**config.mk**
```make
export PLATFORM = sky130hd
export DESIGN_NAME = strobed_mouse_nibble_port_flat
export DESIGN_NICKNAME = d
export VERILOG_FILES = /design/src/design/smnp_pkg.sv /design/src/design/smnp_in_if.sv /design/src/design/smnp_out_if.sv /design/src/design/strobed_mouse_nibble_port.sv /design/src/design/smnp_cfg.sv /design/src/design/smnp_in_reg.sv /design/src/design/smnp_core.sv /design/src/flat_wrapper.sv
export SDC_FILE = /design/constraint.sdc
export NUM_CORES = 1
export LEC_CHECK = 0
export BUFFER_PORTS_ARGS = -buffer_cell sky130_fd_sc_hd__clkbuf_2
export CAP_MARGIN = 20
export CELL_PAD_IN_SITES_DETAIL_PLACEMENT = 1
export CELL_PAD_IN_SITES_GLOBAL_PLACEMENT = 1
export CORE_MARGIN = 10
export CORE_UTILIZATION = 30
export DETAILED_ROUTE_END_ITERATION = 16
export HOLD_SLACK_MARGIN = 0.03
export PLACE_DENSITY = 0.54
export SYNTH_ARGS = -nofsm -noshare
export SYNTH_HDL_FRONTEND = slang
export SYNTH_HIERARCHICAL = 1
export SYNTH_SLANG_ARGS = --single-unit
```
**constraint.sdc**
```tcl
create_clock -name i_clk -period 7.17 [get_ports i_clk]
set_clock_uncertainty 0.2 [all_clocks]
set_input_delay 1.7925 -clock i_clk [delete_from_list [all_inputs] [get_ports i_clk]]
set_output_delay 1.7925 -clock i_clk [all_outputs]
set_load 0.01 [all_outputs]
```
**src/design/smnp_pkg.sv**
```systemverilog
`default_nettype none

package smnp_pkg;

    // Accumulator width default; the top level hands it down as a parameter.
    localparam int ACCUM_BITS_DEF = 16;

    // Operation codes carried in the op field of an input word.
    localparam logic [1:0] OP_UPDATE = 2'd0;
    localparam logic [1:0] OP_WRITE  = 2'd1;
    localparam logic [1:0] OP_READ   = 2'd2;

    // Configuration register indexes.
    localparam int         CFG_IDX_BITS  = 2;
    localparam int         CFG_DATA_BITS = 16;
    localparam logic [1:0] CFG_MODE      = 2'd0;
    localparam logic [1:0] CFG_TIMEOUT   = 2'd1;
    localparam logic [1:0] CFG_THRESH    = 2'd2;

    // Configuration reset values.
    localparam logic        MODE_RESET    = 1'b1;
    localparam logic [15:0] TIMEOUT_RESET = 16'd1500;
    localparam logic [7:0]  THRESH_RESET  = 8'd2;

    // Strobe phases: high and low nibble of X, then of Y, twice over.
    localparam logic [2:0] PH_XH0 = 3'd0;
    localparam logic [2:0] PH_XL0 = 3'd1;
    localparam logic [2:0] PH_YH0 = 3'd2;
    localparam logic [2:0] PH_YL0 = 3'd3;
    localparam logic [2:0] PH_XH1 = 3'd4;
    localparam logic [2:0] PH_XL1 = 3'd5;
    localparam logic [2:0] PH_YH1 = 3'd6;
    localparam logic [2:0] PH_YL1 = 3'd7;

    localparam int         STROBE_BIT    = 2;
    localparam logic [5:0] STATUS_RESET  = 6'h30;
    localparam logic [3:0] DIR_UP        = 4'h1;
    localparam logic [3:0] DIR_DOWN      = 4'h2;
    localparam logic [3:0] DIR_LEFT      = 4'h4;
    localparam logic [3:0] DIR_RIGHT     = 4'h8;
    localparam logic [7:0] CLAMP_POS     = 8'h7F;
    localparam logic [7:0] CLAMP_NEG     = 8'h81;

    typedef struct packed {
        logic [1:0]         op;
        logic signed [15:0] delta_x;
        logic signed [15:0] delta_y;
        logic [1:0]         press_mask;
        logic [1:0]         release_mask;
        logic [7:0]         write_value;
        logic [31:0]        time_now;
    } t_item;

    // Registered input word handed to the core.
    typedef struct packed {
        logic  valid;
        t_item item;
    } t_stage;

    typedef struct packed {
        logic        mouse_mode;
        logic [15:0] timeout_us;
        logic [7:0]  joy_threshold;
    } t_cfg;

endpackage

`default_nettype wire

```
**src/design/smnp_in_if.sv**
```systemverilog
`default_nettype none

interface smnp_in_if;
    logic               valid;
    logic               ready;
    logic [1:0]         op;
    logic signed [15:0] delta_x;
    logic signed [15:0] delta_y;
    logic [1:0]         press_mask;
    logic [1:0]         release_mask;
    logic [7:0]         write_value;
    logic [31:0]        time_now;

    modport source (
        output valid, op, delta_x, delta_y, press_mask, release_mask, write_value, time_now,
        input  ready
    );

    modport sink (
        input  valid, op, delta_x, delta_y, press_mask, release_mask, write_value, time_now,
        output ready
    );
endinterface

`default_nettype wire

```
**src/design/smnp_out_if.sv**
```systemverilog
`default_nettype none

interface smnp_out_if;
    logic       valid;
    logic       ready;
    logic [5:0] read_data;

    modport source (
        output valid, read_data,
        input  ready
    );

    modport sink (
        input  valid, read_data,
        output ready
    );
endinterface

`default_nettype wire

```
**src/design/strobed_mouse_nibble_port.sv**
```systemverilog
`default_nettype none

// Strobed mouse nibble port. Input words carry one of three operations: a
// movement/button update (op 0), a port write (op 1) or a port read (op 2);
// op 3 is accepted and has no effect. Only reads return a word on the
// output channel. Updates add deltas into two saturating ACCUM_BITS-wide
// accumulators and clear or set the button bits (release wins over press).
// In mouse mode, writes step the eight-phase strobe sequence on bit 2 of
// the written byte, and a gap longer than timeout_us since the last write
// restarts the sequence; reads return the phase-selected nibble ORed with
// the status bits. In joystick mode, writes are ignored and a read turns
// the accumulated motion into direction bits and clears the accumulators.
// Each word is held in the input register and then processed by the core's
// combinational update logic, so one word is accepted every clock unless a
// read stalls; a read result is written into the result register as the
// core takes its word. The only stall comes
// from the one-entry result register: a read waits while a previous result
// has not been taken. Configuration writes take effect at the next edge
// and are expected only while the block is idle.
module strobed_mouse_nibble_port #(
    parameter int ACCUM_BITS = smnp_pkg::ACCUM_BITS_DEF
) (
    input  wire logic                                i_clk,
    input  wire logic                                i_rst_n,
    smnp_in_if.sink                                  i_in,
    smnp_out_if.source                               o_out,
    input  wire logic                                i_cfg_we,
    input  wire logic [smnp_pkg::CFG_IDX_BITS-1:0]   i_cfg_idx,
    input  wire logic [smnp_pkg::CFG_DATA_BITS-1:0]  i_cfg_data
);
    import smnp_pkg::*;

    t_cfg   w_cfg;
    t_stage w_stage;
    logic   w_take;

    // Configuration registers.
    smnp_cfg u_cfg (
        .i_clk      (i_clk),
        .i_rst_n    (i_rst_n),
        .i_cfg_we   (i_cfg_we),
        .i_cfg_idx  (i_cfg_idx),
        .i_cfg_data (i_cfg_data),
        .o_cfg      (w_cfg)
    );

    // Input register; refills in the same cycle that the core takes its word.
    smnp_in_reg u_in_reg (
        .i_clk   (i_clk),
        .i_rst_n (i_rst_n),
        .i_in    (i_in),
        .i_take  (w_take),
        .o_stage (w_stage)
    );

    // Port state, the combinational update logic and the result register.
    smnp_core #(
        .ACCUM_BITS (ACCUM_BITS)
    ) u_core (
        .i_clk   (i_clk),
        .i_rst_n (i_rst_n),
        .i_cfg   (w_cfg),
        .i_stage (w_stage),
        .o_take  (w_take),
        .o_out   (o_out)
    );

`ifndef SYNTHESIS
    // Every accepted word lands in the input register.
    a_in_captured: assert property (@(posedge i_clk) disable iff (!i_rst_n)
        i_in.valid && i_in.ready |=> w_stage.valid)
        else $error("accepted word not held in the input register");

    // A read that the core processes always produces a result word.
    a_read_result: assert property (@(posedge i_clk) disable iff (!i_rst_n)
        w_take && (w_stage.item.op == OP_READ) |=> o_out.valid)
        else $error("processed read produced no result");

    // The core never processes a word that is not present.
    a_take_valid: assert property (@(posedge i_clk) disable iff (!i_rst_n)
        w_take |-> w_stage.valid)
        else $error("core took an empty input register");

    // Reset leaves no result pending.
    a_reset_empty: assert property (@(posedge i_clk)
        !i_rst_n |=> !o_out.valid)
        else $error("result valid after reset");
`endif

endmodule

`default_nettype wire

```
**src/design/smnp_cfg.sv**
```systemverilog
`default_nettype none

module smnp_cfg (
    input  wire logic                                i_clk,
    input  wire logic                                i_rst_n,
    input  wire logic                                i_cfg_we,
    input  wire logic [smnp_pkg::CFG_IDX_BITS-1:0]   i_cfg_idx,
    input  wire logic [smnp_pkg::CFG_DATA_BITS-1:0]  i_cfg_data,
    output smnp_pkg::t_cfg                           o_cfg
);
    import smnp_pkg::*;

    t_cfg r_cfg;

    always_ff @(posedge i_clk) begin
        if (!i_rst_n) begin
            r_cfg.mouse_mode    <= MODE_RESET;
            r_cfg.timeout_us    <= TIMEOUT_RESET;
            r_cfg.joy_threshold <= THRESH_RESET;
        end else if (i_cfg_we) begin
            unique case (i_cfg_idx)
                CFG_MODE:    r_cfg.mouse_mode    <= i_cfg_data[0];
                CFG_TIMEOUT: r_cfg.timeout_us    <= i_cfg_data;
                CFG_THRESH:  r_cfg.joy_threshold <= i_cfg_data[7:0];
                default: begin
                    // Writes beyond the register list are dropped.
                end
            endcase
        end
    end

    assign o_cfg = r_cfg;

endmodule

`default_nettype wire

```
**src/design/smnp_in_reg.sv**
```systemverilog
`default_nettype none

module smnp_in_reg (
    input  wire logic      i_clk,
    input  wire logic      i_rst_n,
    smnp_in_if.sink        i_in,
    input  wire logic      i_take,
    output smnp_pkg::t_stage o_stage
);
    import smnp_pkg::*;

    logic  r_valid;
    t_item r_item;
    logic  w_load;

    // The register refills whenever it is empty or its word moves on this cycle.
    assign i_in.ready = !r_valid || i_take;
    assign w_load     = i_in.valid && i_in.ready;

    always_ff @(posedge i_clk) begin
        if (!i_rst_n) begin
            r_valid <= 1'b0;
        end else if (w_load) begin
            r_valid <= 1'b1;
        end else if (i_take) begin
            r_valid <= 1'b0;
        end
    end

    always_ff @(posedge i_clk) begin
        if (w_load) begin
            r_item.op           <= i_in.op;
            r_item.delta_x      <= i_in.delta_x;
            r_item.delta_y      <= i_in.delta_y;
            r_item.press_mask   <= i_in.press_mask;
            r_item.release_mask <= i_in.release_mask;
            r_item.write_value  <= i_in.write_value;
            r_item.time_now     <= i_in.time_now;
        end
    end

    assign o_stage.valid = r_valid;
    assign o_stage.item  = r_item;

endmodule

`default_nettype wire

```
**src/design/smnp_core.sv**
```systemverilog
`default_nettype none

module smnp_core #(
    parameter int ACCUM_BITS = smnp_pkg::ACCUM_BITS_DEF
) (
    input  wire logic             i_clk,
    input  wire logic             i_rst_n,
    input  wire smnp_pkg::t_cfg   i_cfg,
    input  wire smnp_pkg::t_stage i_stage,
    output logic                  o_take,
    smnp_out_if.source            o_out
);
    import smnp_pkg::*;

    // Sum width holds any accumulator plus any 16-bit delta without wrapping.
    localparam int SumBits = ((ACCUM_BITS > 16) ? ACCUM_BITS : 16) + 1;

    logic [2:0]                   r_phase, n_phase;
    logic [7:0]                   r_sample_x, n_sample_x;
    logic [7:0]                   r_sample_y, n_sample_y;
    logic signed [ACCUM_BITS-1:0] r_accum_x, n_accum_x;
    logic signed [ACCUM_BITS-1:0] r_accum_y, n_accum_y;
    logic [5:0]                   r_status, n_status;
    logic [31:0]                  r_last_time, n_last_time;
    logic                         r_out_valid;
    logic [5:0]                   r_out_data, n_out_data;

    logic                         w_is_read;
    logic                         w_strobe;
    logic [31:0]                  w_gap;
    logic [2:0]                   w_wr_phase;
    logic [7:0]                   w_clamp_x, w_clamp_y;
    logic [ACCUM_BITS-1:0]        w_abs_x, w_abs_y;
    logic [ACCUM_BITS+3:0]        w_x12, w_y12, w_x5, w_y5;
    logic [ACCUM_BITS-1:0]        w_thresh;
    logic [3:0]                   w_dir;
    logic [3:0]                   w_nibble;

    function automatic logic [ACCUM_BITS-1:0] sat_add(
        input logic [ACCUM_BITS-1:0] a,
        input logic [15:0]           d
    );
        logic [SumBits-1:0] s;
        s = {{(SumBits-ACCUM_BITS){a[ACCUM_BITS-1]}}, a} + {{(SumBits-16){d[15]}}, d};
        // The sum fits when all bits above the result's sign agree with it.
        if ((&s[SumBits-1:ACCUM_BITS-1]) || !(|s[SumBits-1:ACCUM_BITS-1])) begin
            sat_add = s[ACCUM_BITS-1:0];
        end else if (s[SumBits-1]) begin
            sat_add = {1'b1, {(ACCUM_BITS-1){1'b0}}};
        end else begin
            sat_add = {1'b0, {(ACCUM_BITS-1){1'b1}}};
        end
    endfunction

    function automatic logic [7:0] clamp127(input logic [ACCUM_BITS-1:0] a);
        logic neg;
        neg = a[ACCUM_BITS-1];
        if (!neg && (|a[ACCUM_BITS-2:7])) begin
            clamp127 = CLAMP_POS;
        end else if (neg && !((&a[ACCUM_BITS-2:7]) && (|a[6:0]))) begin
            clamp127 = CLAMP_NEG;
        end else begin
            clamp127 = a[7:0];
        end
    endfunction

    function automatic logic [ACCUM_BITS-1:0] magnitude(input logic [ACCUM_BITS-1:0] a);
        magnitude = a[ACCUM_BITS-1] ? (~a + 1'b1) : a;
    endfunction

    assign w_is_read = (i_stage.item.op == OP_READ);
    // A read waits only while the result register is full and not drained.
    assign o_take    = i_stage.valid && !(w_is_read && r_out_valid && !o_out.ready);

    assign w_strobe   = i_stage.item.write_value[STROBE_BIT];
    assign w_gap      = i_stage.item.time_now - r_last_time;
    assign w_wr_phase = (w_gap > {16'd0, i_cfg.timeout_us}) ? PH_YL1 : r_phase;
    assign w_clamp_x  = clamp127(r_accum_x);
    assign w_clamp_y  = clamp127(r_accum_y);

    // Joystick direction: 5/12 slope test on the accumulated magnitudes.
    assign w_abs_x  = magnitude(r_accum_x);
    assign w_abs_y  = magnitude(r_accum_y);
    assign w_x12    = {1'b0, w_abs_x, 3'b000} + {2'b00, w_abs_x, 2'b00};
    assign w_y12    = {1'b0, w_abs_y, 3'b000} + {2'b00, w_abs_y, 2'b00};
    assign w_x5     = {2'b00, w_abs_x, 2'b00} + {4'd0, w_abs_x};
    assign w_y5     = {2'b00, w_abs_y, 2'b00} + {4'd0, w_abs_y};
    assign w_thresh = {{(ACCUM_BITS-8){1'b0}}, i_cfg.joy_threshold};

    always_comb begin
        w_dir = 4'd0;
        if (!(w_abs_x < w_thresh && w_abs_y < w_thresh)) begin
            if (w_x12 > w_y5) begin
                w_dir = w_dir | ((!r_accum_x[ACCUM_BITS-1] && (|r_accum_x)) ? DIR_RIGHT
                                                                             : DIR_LEFT);
            end
            if (w_y12 > w_x5) begin
                w_dir = w_dir | ((!r_accum_y[ACCUM_BITS-1] && (|r_accum_y)) ? DIR_DOWN
                                                                             : DIR_UP);
            end
        end
    end

    always_comb begin
        unique case (r_phase)
            PH_XH0, PH_XH1: w_nibble = r_sample_x[7:4];
            PH_XL0, PH_XL1: w_nibble = r_sample_x[3:0];
            PH_YH0, PH_YH1: w_nibble = r_sample_y[7:4];
            default:        w_nibble = r_sample_y[3:0];
        endcase
    end

    always_comb begin
        n_phase     = r_phase;
        n_sample_x  = r_sample_x;
        n_sample_y  = r_sample_y;
        n_accum_x   = r_accum_x;
        n_accum_y   = r_accum_y;
        n_status    = r_status;
        n_last_time = r_last_time;
        n_out_data  = r_out_data;

        unique case (i_stage.item.op)
            OP_UPDATE: begin
                n_accum_x = sat_add(r_accum_x, i_stage.item.delta_x);
                n_accum_y = sat_add(r_accum_y, i_stage.item.delta_y);
                // A release in the same word wins over a press.
                n_status  = (r_status & ~{i_stage.item.press_mask, 4'd0})
                          | {i_stage.item.release_mask, 4'd0};
            end
            OP_WRITE: begin
                if (i_cfg.mouse_mode) begin
                    n_last_time = i_stage.item.time_now;
                    n_phase     = w_wr_phase;
                    unique case (w_wr_phase)
                        PH_XH0, PH_YH0, PH_XH1, PH_YH1: begin
                            if (!w_strobe) begin
                                n_phase = w_wr_phase + 3'd1;
                            end
                        end
                        PH_XL0, PH_XL1: begin
                            if (w_strobe) begin
                                n_phase = w_wr_phase + 3'd1;
                            end
                        end
                        PH_YL0: begin
                            // Alternate cycle: the second pass reports no motion.
                            if (w_strobe) begin
                                n_phase    = PH_XH1;
                                n_sample_x = 8'd0;
                                n_sample_y = 8'd0;
                            end
                        end
                        default: begin
                            if (w_strobe) begin
                                n_phase    = PH_XH0;
                                n_sample_x = w_clamp_x;
                                n_sample_y = w_clamp_y;
                                n_accum_x  = r_accum_x
                                           - {{(ACCUM_BITS-8){w_clamp_x[7]}}, w_clamp_x};
                                n_accum_y  = r_accum_y
                                           - {{(ACCUM_BITS-8){w_clamp_y[7]}}, w_clamp_y};
                            end
                        end
                    endcase
                end
            end
            OP_READ: begin
                if (i_cfg.mouse_mode) begin
                    n_out_data = {r_status[5:4], r_status[3:0] | w_nibble};
                end else begin
                    n_accum_x  = '0;
                    n_accum_y  = '0;
                    n_status   = {r_status[5:4], w_dir};
                    n_out_data = {r_status[5:4], w_dir};
                end
            end
            default: begin
                // Unused operation: the word is consumed with no effect.
            end
        endcase
    end

    always_ff @(posedge i_clk) begin
        if (!i_rst_n) begin
            r_phase     <= PH_YL1;
            r_sample_x  <= 8'd0;
            r_sample_y  <= 8'd0;
            r_accum_x   <= '0;
            r_accum_y   <= '0;
            r_status    <= STATUS_RESET;
            r_last_time <= 32'd0;
            r_out_valid <= 1'b0;
        end else begin
            if (o_take) begin
                r_phase     <= n_phase;
                r_sample_x  <= n_sample_x;
                r_sample_y  <= n_sample_y;
                r_accum_x   <= n_accum_x;
                r_accum_y   <= n_accum_y;
                r_status    <= n_status;
                r_last_time <= n_last_time;
            end
            if (o_take && w_is_read) begin
                r_out_valid <= 1'b1;
            end else if (o_out.ready) begin
                r_out_valid <= 1'b0;
            end
        end
    end

    always_ff @(posedge i_clk) begin
        if (o_take && w_is_read) begin
            r_out_data <= n_out_data;
        end
    end

    assign o_out.valid     = r_out_valid;
    assign o_out.read_data = r_out_data;

endmodule

`default_nettype wire

```
**src/flat_wrapper.sv**
```systemverilog
// flat-port wrapper written by rule: the top's interface ports become plain ports
module strobed_mouse_nibble_port_flat import smnp_pkg::*;
#(
    parameter int ACCUM_BITS = smnp_pkg::ACCUM_BITS_DEF
)
  (i_clk, i_rst_n, i_cfg_we, i_cfg_idx, i_cfg_data, i_in_valid, i_in_op, i_in_delta_x, i_in_delta_y, i_in_press_mask, i_in_release_mask, i_in_write_value, i_in_time_now, i_in_ready, o_out_valid, o_out_read_data, o_out_ready);
  smnp_in_if i_in_i ();
  smnp_out_if o_out_i ();
  input  wire logic i_clk;
  input  wire logic i_rst_n;
  input  wire logic i_cfg_we;
  input  wire logic [smnp_pkg::CFG_IDX_BITS-1:0] i_cfg_idx;
  input  wire logic [smnp_pkg::CFG_DATA_BITS-1:0] i_cfg_data;
  input wire logic [$bits(i_in_i.valid)-1:0] i_in_valid;
  input wire logic [$bits(i_in_i.op)-1:0] i_in_op;
  input wire logic [$bits(i_in_i.delta_x)-1:0] i_in_delta_x;
  input wire logic [$bits(i_in_i.delta_y)-1:0] i_in_delta_y;
  input wire logic [$bits(i_in_i.press_mask)-1:0] i_in_press_mask;
  input wire logic [$bits(i_in_i.release_mask)-1:0] i_in_release_mask;
  input wire logic [$bits(i_in_i.write_value)-1:0] i_in_write_value;
  input wire logic [$bits(i_in_i.time_now)-1:0] i_in_time_now;
  output wire logic [$bits(i_in_i.ready)-1:0] i_in_ready;
  output wire logic [$bits(o_out_i.valid)-1:0] o_out_valid;
  output wire logic [$bits(o_out_i.read_data)-1:0] o_out_read_data;
  input wire logic [$bits(o_out_i.ready)-1:0] o_out_ready;
  assign i_in_i.valid = i_in_valid;
  assign i_in_i.op = i_in_op;
  assign i_in_i.delta_x = i_in_delta_x;
  assign i_in_i.delta_y = i_in_delta_y;
  assign i_in_i.press_mask = i_in_press_mask;
  assign i_in_i.release_mask = i_in_release_mask;
  assign i_in_i.write_value = i_in_write_value;
  assign i_in_i.time_now = i_in_time_now;
  assign i_in_ready = i_in_i.ready;
  assign o_out_valid = o_out_i.valid;
  assign o_out_read_data = o_out_i.read_data;
  assign o_out_i.ready = o_out_ready;
  strobed_mouse_nibble_port #(.ACCUM_BITS(ACCUM_BITS)) u_core (.i_clk(i_clk), .i_rst_n(i_rst_n), .i_in(i_in_i), .o_out(o_out_i), .i_cfg_we(i_cfg_we), .i_cfg_idx(i_cfg_idx), .i_cfg_data(i_cfg_data));
endmodule
```
# Word level (Yosys, flattened, before mapping)
# Index checks and enable logic that the tools add are counted.
# word_totals
word_cells,172
register_bits,195
output_inout_bits,8
in_bits,101
# classes
bitwise,9
addsub,12
reduce_logical,62
n_eq_ne,19
n_lt_le_gt_ge,5
n_mux,44
# ops
cell,count
16-bit 2-to-1 mux,13
16-bit case mux with 3 select lines,2
8-bit 2-to-1 mux,7
19-bit by 18-bit adder with 20-bit output,2
20-bit by 19-bit greater-than comparator with 1-bit output,2
18-bit by 16-bit adder with 19-bit output,2
16-bit by 16-bit adder with 17-bit output,2
"16-bit by 1-bit adder with 16-bit output, second input constant",2
32-bit by 16-bit greater-than comparator with 1-bit output,1
16-bit by 8-bit < comparator with 1-bit output,2
16-bit inverter,2
8-bit case mux with 2 select lines,2
16-bit OR reduction,2
16-bit subtractor,2
32-bit subtractor,1
4-bit 2-to-1 mux,7
7-bit OR reduction,3
"3-bit == test, second input constant",6
8-bit AND reduction,2
8-bit OR reduction,2
3-bit 2-to-1 mux,5
1-bit logical AND,14
4-bit case mux with 3 select lines,1
6-bit case mux with 2 select lines,1
29 further kinds,66

# Logic depth before layout (Yosys ltp)
# logic_depth
depth_word,12
depth_mapped,32
mapped_depth_nobuf,30

# Hierarchy
# Netlist, hierarchy kept.
# by_module_without_submodules
module,n_inst,cells_each,seq_area_each_um2,area_per_inst_um2
smnp_core,1,1829,1981.9,13810.7
smnp_in_reg,1,84,2362.3,2407.3
smnp_cfg,1,111,500.5,1042.2

# Least setup slack after synthesis
# Ideal clock, no wire load.
# synth_timing
path_type,reg2reg
from,"reg u_core.u_in_reg.r_item, in the netlist u_core/u_in_reg/o_stage[6]"
to,reg u_core.u_core.r_accum_x[15]
stages_incl_launch_ff,30
required_ns,6.900
setup_ns,0.070
path_slack_ns,0.909
synth_period_minus_slack_ns,6.261
t_arrival_ns,5.991
n_path_buf,3
path_cell_list,edfxtp_1 ha_1 a21o_1 or3_1 o21ba_1 buf_6 a21oi_1 o21bai_1 a31oi_1 xnor2_1 ha_1 nand4_1 nor3_1 a221oi_1 a22o_1 o2111ai_1 a2111oi_0 o2111ai_1 or3_1 or2_2 ha_1 ha_1 nor4_1 nand2_1 nor4_1 or3_1 buf_6 buf_6 o211ai_1 a21oi_1
# synth_via
elab_chain_len,7
word_cells_on_any_way,13
cone_classes,add/sub: 1; order compare: 1; eq/ne: 7; mux: 1; reduce/logical: 3
# synth_rtl
element,line_no,source
start: declaration,smnp_in_reg.sv:13,t_item r_item;
32-bit subtractor *,smnp_core.sv:76,assign w_gap = i_stage.item.time_now - r_last_time;
32-bit by 16-bit greater-than comparator with 1-bit output *,smnp_core.sv:77,"assign w_wr_phase = (w_gap > {16'd0, i_cfg.timeout_us}) ? PH_YL1 : r_phase;"
3-bit 2-to-1 mux *,smnp_core.sv:77,
"3-bit by 2-bit == test with 1-bit output, or another cell as far along",smnp_core.sv:135,unique case (w_wr_phase)
7-bit OR reduction (no line) *,--,
2-bit inequality test (no line) *,--,
6-bit AND reduction (no line) *,--,
end signal: assignment,smnp_core.sv:199,r_accum_x <= n_accum_x;
end: declaration,smnp_core.sv:21,"logic signed [ACCUM_BITS-1:0] r_accum_x, n_accum_x;"
# Mark *: on every way between the ends. The rest lies on a longest branch, timed or not.
# A chain may end at the register's enable or synchronous reset.

# Worst setup path in the final report
# layout_timing
from,"reg u_core.u_in_reg.r_item, in the netlist u_core/u_in_reg/o_stage[6]"
to,reg u_core.u_core.r_accum_y[0]
# layout_via
elab_chain_len,7
word_cells_on_any_way,13
cone_classes,add/sub: 1; order compare: 1; eq/ne: 7; mux: 1; reduce/logical: 3
# layout_rtl
element,line_no,source
32-bit subtractor *,smnp_core.sv:76,
32-bit by 16-bit greater-than comparator with 1-bit output *,smnp_core.sv:77,
3-bit 2-to-1 mux *,smnp_core.sv:77,
"3-bit by 2-bit == test with 1-bit output, or another cell as far along",smnp_core.sv:135,
7-bit OR reduction (no line) *,--,
2-bit inequality test (no line) *,--,
6-bit AND reduction (no line) *,--,
end signal: assignment,smnp_core.sv:200,r_accum_y <= n_accum_y;
end: declaration,smnp_core.sv:22,"logic signed [ACCUM_BITS-1:0] r_accum_y, n_accum_y;"
# Marked as above.

==> summary.md <==
| Metric | Value |
|---|---|
| Syn Inst Count | 2,017 |
| Leak | 8.154 nW |
| TritonCTS Buffers | 17 |
| CTS Buffer Depth | 2 |
| Final HPWL DP | 43,270 um |
| Synth Area per Inst | 8.453 um2 |
| Setup ws final | 387.3 ps |
| Die Width | 258.4 um |
| Synthesized area | 17,050 um2 |
| Port bufs | 101 |
| ANT nets after route | 0 |
| Layout cell share with drive strength beyond 1 | 9.868% |
| CP Capture Type | flop |
| Final Hold Vio Count | 0 |
| Largest net degree at the start of global routing | 72 |
| Die Ht | 258.4 um |
| Crit path largest cell delay | 470 ps |
| VDD IR-drop max | 0.0001981 V |
| Core Util, Final | 34.07% |
| GPL Wtd Cong | 0.8436 |
| Max FO, Critical Path | 6 |
| Worst slack at placement | 47.73 ps |
| Slowest CP cell | a2111oi_1 |
| R2R depth | 28 |
| Die area | 66,770 um2 |
| Initial Util | 30.24% |
| R2R setup slack | 390 ps |
| Post-Syn Nets | 2,373 |
| Row cnt | 87 |
| Ant. Diodes | 0 |
| Slew at the pin closest to its max-slew limit | 1005 ps |
| Layout area overhead | 12.67% |
| Max_cap viols | 0 |
| Clock sink total | 193 |
| Slew margin rel. | 32.57% |
| Startpoint Class | flop |
| Pins Over Slew Limit | 0 |
| I/O pins | 109 |
| Total GRT Usage | 16.24% |
| WL/cell | 18.90 um |
| First-pass GRT wire length | 87,550 um |
| Hold Path Class | flop to flop |
| Total grt overflow | 0 |
| WP data arrival | 6940 ps |
| CORE AREA | 56,390 um2 |
| Initial drt markers | 632 |
| Initial antenna violation count | 0 |
| Outcome | finished, final reports clean |
| Vias in the first global route | 16,090 |
| First-pass DRT Iterations | 5 |
| CP required | 7320 ps |
| Nets | 2,471 |
| Hold Path Depth | 0 |
| Clk root buf | clkbuf_16 |
| Clock-pin transition on the worst setup and hold timing paths | 80 ps |
| PwrDens | 243.1 nW/um2 |
| H-tree depth | 4 |
| Vias after detailed routing | 15,150 |
| Critical path class | flop to flop |
| Warnings, synthesis | 6 |
| Final worst path period share | 94.60% |
| # DRC | 0 |
| Hold_buf cts | 0 |
| Worst skew pair latency | 500 ps |
| Final wirelength | 54,510 um |
| Clock period minus worst slack | 6783 ps |
| Via density | 5.253 |
| Setup-failing EPs final | 0 |
| TritonCTS clock tree | yes |
| Highest Clock Rate | 147.4 MHz |
[flip-flops by register name, indices dropped and copies added (netlist names)]
signal,flops
u_core/u_in_reg/r_valid,1
u_core/u_core/r_accum_y,16
u_core/u_core/r_last_time,32
u_core/u_core/o_out.valid,1
u_core/u_cfg/o_cfg,25
u_core/u_in_reg/o_stage,71
u_core/u_core/o_out.read_data,6
u_core/u_core/r_sample_y,8
u_core/u_core/r_sample_x,8
u_core/u_core/r_accum_x,16
u_core/u_core/r_phase,3
u_core/u_core/r_status,6
[routing by layer]
metal | global-route usage, % | part of all wire [%]
met1 | 21.13 | 48
met2 | 27.70 | 48
met3 | 2.216 | 2.4
met4 | 4.346 | 1.5
met5 | 0 | 0
[per-stage QoR]
step                power [mW]  instance area (um2)  TNS [ps]  hold WS (ps)  std cells
floorplan                3.018                17050         0         201.9       2017
global placement         3.634                18490         0         218.0       2846
detailed placement       3.712                18490         0         226.5       2846
CTS                      4.720                19060         0         245.1       2878
global route             5.078                19210    -55.26         266.6       2884
finish                   4.671                19210         0         241.1       2884
[final timing paths]
| path | start | endpoint |
|---|---|---|
| max | u_core/u_in_reg/o_stage[6] | u_core/u_core/r_accum_y[0] |
| min | u_core/u_core/r_status[5] | u_core/u_core/o_out.read_data[5] |
| max reg2reg | u_core/u_in_reg/o_stage[6] | u_core/u_core/r_accum_y[0] |
| min reg2reg | u_core/u_core/r_status[5] | u_core/u_core/o_out.read_data[5] |
[area by class of cell]
class	instances	area, um2
fillers	6677	37180
repair buffers	145	883.3
multi-input cells	1598	11580
inverters	160	600.6
flip-flops and latches	193	4634
clock inverters	13	127.6
clock buffers	19	442.9
well taps	756	945.9
[what timing repair did]
| action | CTS | global route |
|---|---|---|
| endpoints found under the setup margin | 3 | 32 |
| buffers inserted | 0 | 3 |
| gates cloned | 0 | 2 |
| resized for setup | 1 | 13 |
| pin swaps | 0 | 8 |
[worst max-delay path: cells and delay by family (launching register included)]
family	cells	cell delay, ps
adder cells (fa/ha/maj)	4	1100
XOR/XNOR	1	140
flip-flops	1	390
AO/OA/AOI/OAI	10	2160
buffers and inverters	4	650
AND/OR/NAND/NOR	9	2000
[cell usage in the layout, fill, tap and decap left out, types with 18 or more instances in the layout]
| cell type | instances |
|---|---|
| nand4_1 | 18 |
| inv_1 | 159 |
| a21oi_1 | 198 |
| nand3_1 | 42 |
| edfxtp_1 | 77 |
| ha_1 | 246 |
| buf_4 | 41 |
| nor3_1 | 42 |
| o21a_1 | 18 |
| o21bai_1 | 30 |
| o31ai_1 | 20 |
| nand2_1 | 200 |
| or4_1 | 19 |
| o211ai_1 | 27 |
| a21o_1 | 70 |
| nor2_1 | 120 |
| o21ai_0 | 107 |
| clkbuf_16 | 19 |
| dfxtp_1 | 116 |
| mux2i_1 | 22 |
| xnor2_1 | 101 |
| xor2_1 | 40 |
| clkbuf_2 | 101 |
[where the power goes]
group | leakage (nW) | switching (mW) | total, mW | internal, mW
sequential | 1.68 | 0.0868 | 1.30 | 1.21
clock | 0.272 | 0.473 | 0.967 | 0.494
combinational | 6.20 | 1.40 | 2.41 | 1.00
total | 8.15 | 1.96 | 4.67 | 2.71
No activity file was read; power rests on OpenSTA's default activity.
